$ cat src/pkx_pkg.sv
// Package: constants and types shared by the port key extractor.
`timescale 1ns / 1ps
package pkx_pkg;

  localparam int unsigned IdentIndexBits = 16;
  localparam int unsigned KeyW           = 16;
  localparam int unsigned InDataW        = 120;
  localparam int unsigned OutDataW       = 32;

  localparam logic [7:0] ProtoIcmp = 8'd1;
  localparam logic [7:0] ProtoTcp  = 8'd6;
  localparam logic [7:0] ProtoUdp  = 8'd17;

  localparam logic [7:0] IcmpEchoReply   = 8'd0;
  localparam logic [7:0] IcmpEchoRequest = 8'd8;

  typedef struct packed {
    logic [7:0]  l4_protocol;
    logic        more_fragments;
    logic [12:0] fragment_offset;
    logic [15:0] ip_ident;
    logic [15:0] l4_src_port;
    logic [15:0] l4_dst_port;
    logic [7:0]  icmp_type;
    logic [15:0] icmp_ident;
    logic [7:0]  inner_protocol;
    logic [15:0] inner_src_port;
  } pkx_hdr_t;

  typedef struct packed {
    logic [KeyW-1:0] dst_key;
    logic [KeyW-1:0] src_key;
    logic            mem_rd;
    logic            mem_wr;
  } pkx_key_t;

endpackage

$ cat src/pkx_key_calc.sv
// Key selection: derives both port keys and fragment table actions for one header.
`timescale 1ns / 1ps
module pkx_key_calc (
  input  logic              is_send_i,
  input  pkx_pkg::pkx_hdr_t hdr_i,
  output pkx_pkg::pkx_key_t key_o
);

  logic tcp_udp;
  logic icmp;
  logic echo;
  logic inner_tcp_udp;
  logic first_frag;

  always_comb begin
    tcp_udp       = (hdr_i.l4_protocol == pkx_pkg::ProtoTcp) ||
                    (hdr_i.l4_protocol == pkx_pkg::ProtoUdp);
    icmp          = (hdr_i.l4_protocol == pkx_pkg::ProtoIcmp);
    echo          = (hdr_i.icmp_type == pkx_pkg::IcmpEchoReply) ||
                    (hdr_i.icmp_type == pkx_pkg::IcmpEchoRequest);
    inner_tcp_udp = (hdr_i.inner_protocol == pkx_pkg::ProtoTcp) ||
                    (hdr_i.inner_protocol == pkx_pkg::ProtoUdp);
    first_frag    = (hdr_i.fragment_offset == 13'd0);

    key_o.dst_key = '0;
    if (tcp_udp) begin
      key_o.dst_key = hdr_i.l4_dst_port;
    end else if (!is_send_i && icmp) begin
      if (echo) begin
        key_o.dst_key = hdr_i.icmp_ident;
      end else if (inner_tcp_udp) begin
        key_o.dst_key = hdr_i.inner_src_port;
      end
    end

    key_o.src_key = '0;
    if (tcp_udp) begin
      key_o.src_key = hdr_i.l4_src_port;
    end else if (is_send_i && icmp && echo) begin
      key_o.src_key = hdr_i.icmp_ident;
    end

    key_o.mem_rd = !is_send_i && !first_frag;
    key_o.mem_wr = !is_send_i && first_frag && hdr_i.more_fragments;
  end

endmodule

$ cat config.mk
export PLATFORM = sky130hd
export DESIGN_NAME = pkx_key_calc
export DESIGN_NICKNAME = d
export VERILOG_FILES = /design/src/pkx_pkg.sv /design/src/pkx_key_calc.sv
export SDC_FILE = /design/constraint.sdc
export NUM_CORES = 1
export LEC_CHECK = 0
export BUFFER_PORTS_ARGS = -buffer_cell sky130_fd_sc_hd__buf_2
export CAP_MARGIN = 30
export CORE_MARGIN = 1.5
export CORE_UTILIZATION = 22
export DETAILED_ROUTE_END_ITERATION = 12
export PLACE_DENSITY = 0.8
export SLEW_MARGIN = 20
export SYNTH_ARGS = -nofsm -noshare
export SYNTH_HDL_FRONTEND = slang
export SYNTH_SLANG_ARGS = --single-unit
$ cat constraint.sdc
create_clock -name vclk -period 1.7
set_clock_uncertainty 0.05 [all_clocks]
set_input_delay 0.255 -clock vclk [all_inputs]
set_output_delay 0.255 -clock vclk [all_outputs]
set_load 0.05 [all_outputs]
Word level (Yosys, flattened, before mapping):

Index checks and enable logic that the tools add are counted.

* eq/ne operators: 6
* mux-type cells: 6
* reduce and logical (&&, ||, !) cells: 13

Operators with widths (number)
* 16-bit 2-to-1 mux: 6
* 8-bit by 3-bit == test with 1-bit output (second input constant): 2
* 8-bit by 5-bit == test with 1-bit output (second input constant): 2
* 13-bit logical NOT: 1
* 8-bit by 1-bit == test with 1-bit output (second input constant): 1
* 8-bit by 4-bit == test with 1-bit output (second input constant): 1
* 8-bit logical NOT: 1
* 1-bit logical AND: 6
* 1-bit logical OR: 3
* 1-bit logical NOT: 2

* bits in registers: 0
* input bits: 119
* output and inout port bits: 34
* logic and storage cells: 25

Longest topological paths before layout:

Gate-level depths: netlist of run 1.

* depth after elaboration: 6
* mapped depth: 6
* depth with buffers taken out: 4

Worst setup path after synthesis of run 1:

OpenSTA, ideal clock, no wires.

* kind: input-to-output
* start: input port hdr_i[45] in the netlist's numbering
* end: output port key_o[10] in the netlist's numbering
* data arrival time: 1.851 ns
* data required time: 1.395 ns
* path slack: -0.456 ns
* stages on the path: 6
* buffers on the path: 2
* cells stage by stage: or4_4 > nor4_4 > and3_1 > buf_6 > buf_12 > a22o_1

RTL lines
* from (decl): RTL line pkx_key_calc.sv:5 `input pkx_pkg::pkx_hdr_t hdr_i,`
* to (decl): RTL line pkx_key_calc.sv:6 `output pkx_pkg::pkx_key_t key_o`

==> results.md, run 1 <==
* Cells after synthesis at 81
* Outcome: finished with violations
* Ys Warns at 0
* IO Count at 153
* Initial Util at 0.229
* Req. time, crit path at 1.39 ns
* DIE AREA at 3490 um^2
* Largest net degree at the start of global routing at 23
* Syn-to-layout area delta at 192%
* # Post-CTS Setup Buffers at 0
* Crit path kind: input pin to output port
* Tmin final at 2.14 ns
* Max Clk Rate at 466 MHz
* Vias in the first global route at 1333
* Overflow after GRT at 0
* Post-layout util at 0.667
* # setup viols final at 32
* Area leader, netlist: a22o_1
* Syn Nets at 200
* Max cap viols at 0
* Setup TNS at -12.26 ns
* Detailed Route WL at 4090 um
* Slew margin rel. at 0.787
* Most common cell after layout, fill and taps aside: buf_2
* Maximum resistive drop on vdd at 0.0000903 V
* Antenna Nets Post-Route at 0
* Initial antenna violation count at 0
* Num sequential at 0
* Post-Place Setup Slack at -0.535 ns
* Final Non-Filler Cells at 265
* Routability cong. at 0.750
* Worst-path fanout max at 4
* Die Wd at 59.1 um
* Drt drc at 0
* Most frequent cells in the layout: buf_2, buf_8, buf_6
* Via count at 1321
* Cts hold-fix bufs at 0
* WHS at 0.790 ns
* Fill count at 241
* Drt first pass iters at 4
* Worst Tran Pin Value at 0.317 ns
* Share of cells above drive strength 1 at 0.869
* PD cells at 99.8 nW/um^2
* Synth area leaders: a22o_1, a21o_1, nor4_1
* Max Slew Vio Count at 0
* Register area share after synthesis at 0
* Crit start category: input pin
* Net count, final at 342
* Area occupied by multi-input gates at 837 um^2
* Routed WL per cell at 15.4 um
* Min-delay worst type: input pin to output port
* DIE HEIGHT at 59.1 um
* Leak pwr at 1.10 nW
* Dpl cells at 264
* Failing checks: setup timing
* GR Util All Layers at 0.201
* # diodes at 0
* Mapped cell area at 692 um^2
* Vias per cell at 4.98
* Critical Path Source: hdr_i[113]
* # rows at 20
* Reg area at 0 um^2
* Port buffer count at 136
* Synth cell types at 26
* Final Hold Vio Count at 0
* First-pass GRT wire length at 5580 um
* Syn Area/Cell at 8.54 um^2
* Worst Setup EP: key_o[26]
* Post-DP HPWL at 2960 um
* Worst setup margin at -0.444 ns
* Synth top area share at 0.405
* Clkbuf count at 0
* Period Utilization, post-route at 1.26
* RSZ-0062 raised after global routing: yes
* Worst setup EP type: output port
* Arrival @ worst endpoint at 1.84 ns
* Initial DRC Count at 17
* Core area at 3030 um^2
==> power by group <==
| group | switching (W) | internal, W |
|---|---|---|
| combinational | 0.0000884 | 0.000113 |
| sequential | 0 | 0 |
| clock | 0 | 0 |
| total | 0.0000884 | 0.000113 |
==> worst min-delay path by stage <==
stage,startpoint,endpoint,slack (ns),depth (start not counted)
global placement,hdr_i[5],key_o[23],0.87,3
detailed placement,hdr_i[5],key_o[23],0.88,3
floorplan,is_send_i,key_o[0],0.56,1
CTS,hdr_i[14],key_o[32],0.79,3
global route,hdr_i[14],key_o[32],0.80,3
finish,hdr_i[14],key_o[32],0.79,3
==> cell type report <==
type / count / area share
Inverter: 1 / 0.00186
Multi-Input combinational cell: 72 / 0.415
Tap cell: 44 / 0.0273
Timing Repair Buffer: 148 / 0.556
==> cell families after synthesis <==
logic type	share of synthesized area
AO/OA/AOI/OAI	0.591
buffers and inverters	0.108
AND/OR/NAND/NOR	0.300
==> per-layer routing <==
| layer | vias up | global-route usage | part of all wire |
|---|---|---|---|
| met2 | 77 | 0.440 | 0.56 |
| li1 | 631 | - | - |
| met3 | 6 | 0.0349 | 0.076 |
| met1 | 607 | 0.193 | 0.35 |
| met5 | - | 0 | 0 |
| met4 | 0 | 0.0195 | 0.013 |
==> repair_timing <==
action | CTS | global route
pin swaps | 2 | 1
gates resized for setup | 75 | 31
cloned | 0 | 1
setup endpoints to repair | 32 | 34
==> synthesized netlist by cell type, drive strengths merged <==
cell	n
nand2	1
nor2	2
clkbuf	1
nand4	1
a21o	16
a22o	32
or4	2
nand4bb	1
buf	7
nor3	1
nor4bb	2
nor3b	1
a21oi	1
inv	1
nor4b	2
or4bb	1
and3	1
and4bb	1
and2	1
nor2b	1
nor4	5
==> critical path, cell delays in order <==
cell and delay (ns):
buf_6 0.09, or4_4 0.57, and4bb_2 0.40, buf_4 0.15, a22o_1 0.13, a21o_2 0.11, buf_8 0.14
==> through the flow <==
stage | total power (W) | area (um^2)
2_1_floorplan | 0.0000384 | 821
3_3_place_gp | 0.000175 | 1600
3_5_place_dp | 0.000179 | 1600
4_1_cts | 0.000187 | 1840
5_1_grt | 0.000215 | 2020
6_report | 0.000202 | 2020
Note: power is estimated with default switching activity, not from simulation.
==> run 2, diff against run 1 <==
Settings changed: ABC_AREA set to 1, CORE_UTILIZATION 22 to 29, PLACE_DENSITY 0.8 to 0.81.
==> results.md, run 2 <==
* CP max stage delay at 0.23 ns (was 0.57 ns)
* PD cells at 106 nW/um^2 (was 99.8 nW/um^2)
* Crit start category: input pin (unchanged)
* RSZ-0062 raised after global routing: yes (unchanged)
* Via count at 1961 (was 1321)
* Num sequential at 0 (unchanged)
* Crit path max-delay family: simple AND/OR/NAND/NOR gates (unchanged)
* GR Util All Layers at 0.188 (was 0.201)
* Final Non-Filler Cells at 441 (was 265)
* Max Slew Vio Count at 0 (unchanged)
* Worst-path fanout max at 6 (was 4)
* Met2 Track Usage GR at 0.400 (was 0.440)
* Worst setup margin at -0.0152 ns (was -0.444 ns)
* Worst Tran Pin Value at 0.241 ns (was 0.317 ns)
* Syn-to-layout area delta at 127% (was 192%)
* Int Pwr at 0.000137 W (was 0.000113 W)
* Routability cong. at 0.750 (about the same)
* Slew margin rel. at 0.838 (was 0.787)
* # rows at 21 (was 20)
* Die Wd at 63.7 um (was 59.1 um)
* Crit path kind: input pin to output port (unchanged)
* Worst setup EP type: output port (unchanged)
* Syn Area/Cell at 4.30 um^2 (was 8.54 um^2)
* Maximum resistive drop on vdd at 0.000103 V (was 0.0000903 V)
* Post-DP HPWL at 3170 um (was 2960 um)
* Outcome: finished with violations (unchanged)
* CP Buf/Inv Count at 3 (unchanged)
* Register area share after synthesis at 0 (unchanged)
* Tmin final at 1.72 ns (was 2.14 ns)
* Most frequent cells in the layout: nand2_1, buf_2, inv_1, buf_6, nor2_1 (was buf_2, buf_8, buf_6)
* Period Utilization, post-route at 1.01 (was 1.26)
* Reg power frac at 0 (about the same)
* Arrival @ worst endpoint at 1.41 ns (was 1.84 ns)
* # diodes at 0 (unchanged)
* Initial antenna violation count at 0 (unchanged)
* Vias per cell at 4.45 (was 4.98)
* CP cell instances: buf_6 -> nor2_4 -> nand2_2 -> nor2_4 -> buf_12 -> nand3_2 -> o21ai_1 -> buf_6 (was buf_6 -> or4_4 -> and4bb_2 -> buf_4 -> a22o_1 -> a21o_2 -> buf_8)
* First-pass GRT wire length at 6600 um (was 5580 um)
* NetSw at 0.000121 W (was 0.0000884 W)
* Max Clk Rate at 583 MHz (was 466 MHz)
* Most common cell after layout, fill and taps aside: nand2_1 (was buf_2)
* Cells after synthesis at 249 (was 81)
* Synth cell types at 19 (was 26)
* Met3 usage at 0.0141 (was 0.0349)
* Drt first pass iters at 4 (unchanged)
* Vias in the first global route at 1703 (was 1333)
* Routed WL per cell at 11.2 um (was 15.4 um)
* Share of cells above drive strength 1 at 0.519 (was 0.869)
* Synth area leaders: nand2_1, inv_1, nor2_1 (was a22o_1, a21o_1, nor4_1)
* Mapped cell area at 1070 um^2 (was 692 um^2)
* Net count, final at 516 (was 342)
* IO Count at 153 (unchanged)
* Pwr Total at 0.000258 W (was 0.000202 W)
* Leak pwr at 1.47 nW (was 1.10 nW)
* Clkbuf count at 0 (unchanged)
* Port buffer count at 136 (unchanged)
* Syn Nets at 368 (was 200)
* Drt drc at 0 (unchanged)
* Synth top area share at 0.456 (was 0.405)
* Gate power share at 1.000 (about the same)
* # setup viols final at 1 (was 32)
* Dpl cells at 434 (was 264)
* Reg area at 0 um^2 (unchanged)
* Ys Warns at 0 (unchanged)
* Critical Path Stages at 8 (was 7)
* Detailed Route WL at 4950 um (was 4090 um)
* DIE AREA at 4060 um^2 (was 3490 um^2)
* CP max-delay cell: o21ai_1 (was or4_4)
* Post-layout util at 0.704 (was 0.667)
* Switching Share at 0.470 (was 0.439)
* GR peak layer: met2 (unchanged)
* Overflow after GRT at 0 (unchanged)
* Initial Util at 0.311 (was 0.229)
* Clock power frac at 0 (about the same)
* Fin area at 2420 um^2 (was 2020 um^2)
* Hold path depth at 4 (was 3)
* Failing checks: setup timing (unchanged)
* Cts hold-fix bufs at 0 (unchanged)
* Area leader, netlist: nand2_1 (was a22o_1)
* Largest net degree at the start of global routing at 26 (was 23)
* Placement Cell Area at 1850 um^2 (was 1600 um^2)
* Min-delay worst type: input pin to output port (unchanged)
* Most frequent cells after synthesis: nand2_1, inv_1, nor2_1 (was a22o_1, a21o_1, nor4_1)
* Final Hold Vio Count at 0 (unchanged)
* Max cap viols at 0 (unchanged)
* Post-Place Setup Slack at -0.135 ns (was -0.535 ns)
* Antenna Nets Post-Route at 0 (unchanged)
* Core area at 3440 um^2 (was 3030 um^2)
* Initial DRC Count at 50 (was 17)
* Most numerous cell in the Yosys netlist: nand2_1 (was a22o_1)
* Met1 usage at 0.203 (was 0.193)
* Req. time, crit path at 1.39 ns (about the same)
* DIE HEIGHT at 63.7 um (was 59.1 um)
-- run 2: layout make-up --
class | count | area, um^2
Inverter | 42 | 158
Timing Repair Buffer | 154 | 1190
Fill cell | 298 | 1020
Multi-Input combinational cell | 199 | 1020
Tap cell | 46 | 57.6
-- run 2: worst paths after layout --
| check | slack [ns] | end | start |
|---|---|---|---|
| setup / recovery | -0.02 | key_o[14] | hdr_i[44] |
| hold / removal | 0.79 | key_o[22] | hdr_i[52] |
-- run 2: worst min-delay path: stages --
cell and delay (ns):
buf_2 0.07, nand2_1 0.05, nand2_2 0.06, buf_8 0.14
-- run 2: stage by stage --
| stage | hold WS (ns) | TNS [ns] |
|---|---|---|
| floorplan | 0.629 | -2.22 |
| finish | 0.787 | -0.0152 |
| global route | 0.815 | -1.06 |
| detailed placement | 0.848 | -1.57 |
| CTS | 0.816 | -0.00160 |
| global placement | 0.845 | -1.28 |
-- run 2: kinds of logic (layout without fill, tap and decap cells) --
family,after synthesis,count (layout),synth area share
buf+inv,50,196,0.215
simple gates,182,182,0.705
compound gates,17,17,0.0795
-- run 2: layer usage --
layer | wire [um] | vias up
li1 | - | 1025
met1 | 1810 | 856
met2 | 2820 | 76
met3 | 266 | 4
met4 | 46 | 0
met5 | 0 | -
-- run 2: repair_timing --
| action | in CTS | in global routing |
|---|---|---|
| setup endpoints to repair | 28 | 33 |
| gates cloned | 1 | 4 |
| pin swaps | 1 | 23 |
| resized for setup | 32 | 108 |
| setup buffers | 3 | 0 |
-- run 2: power groups by stage --
stage	logic (W)	registers, W	clock network, W
3_3_place_gp	0.000206	0	0
5_1_grt	0.000285	0	0
6_report	0.000258	0	0
4_1_cts	0.000217	0	0
3_5_place_dp	0.000211	0	0
2_1_floorplan	0.0000762	0	0
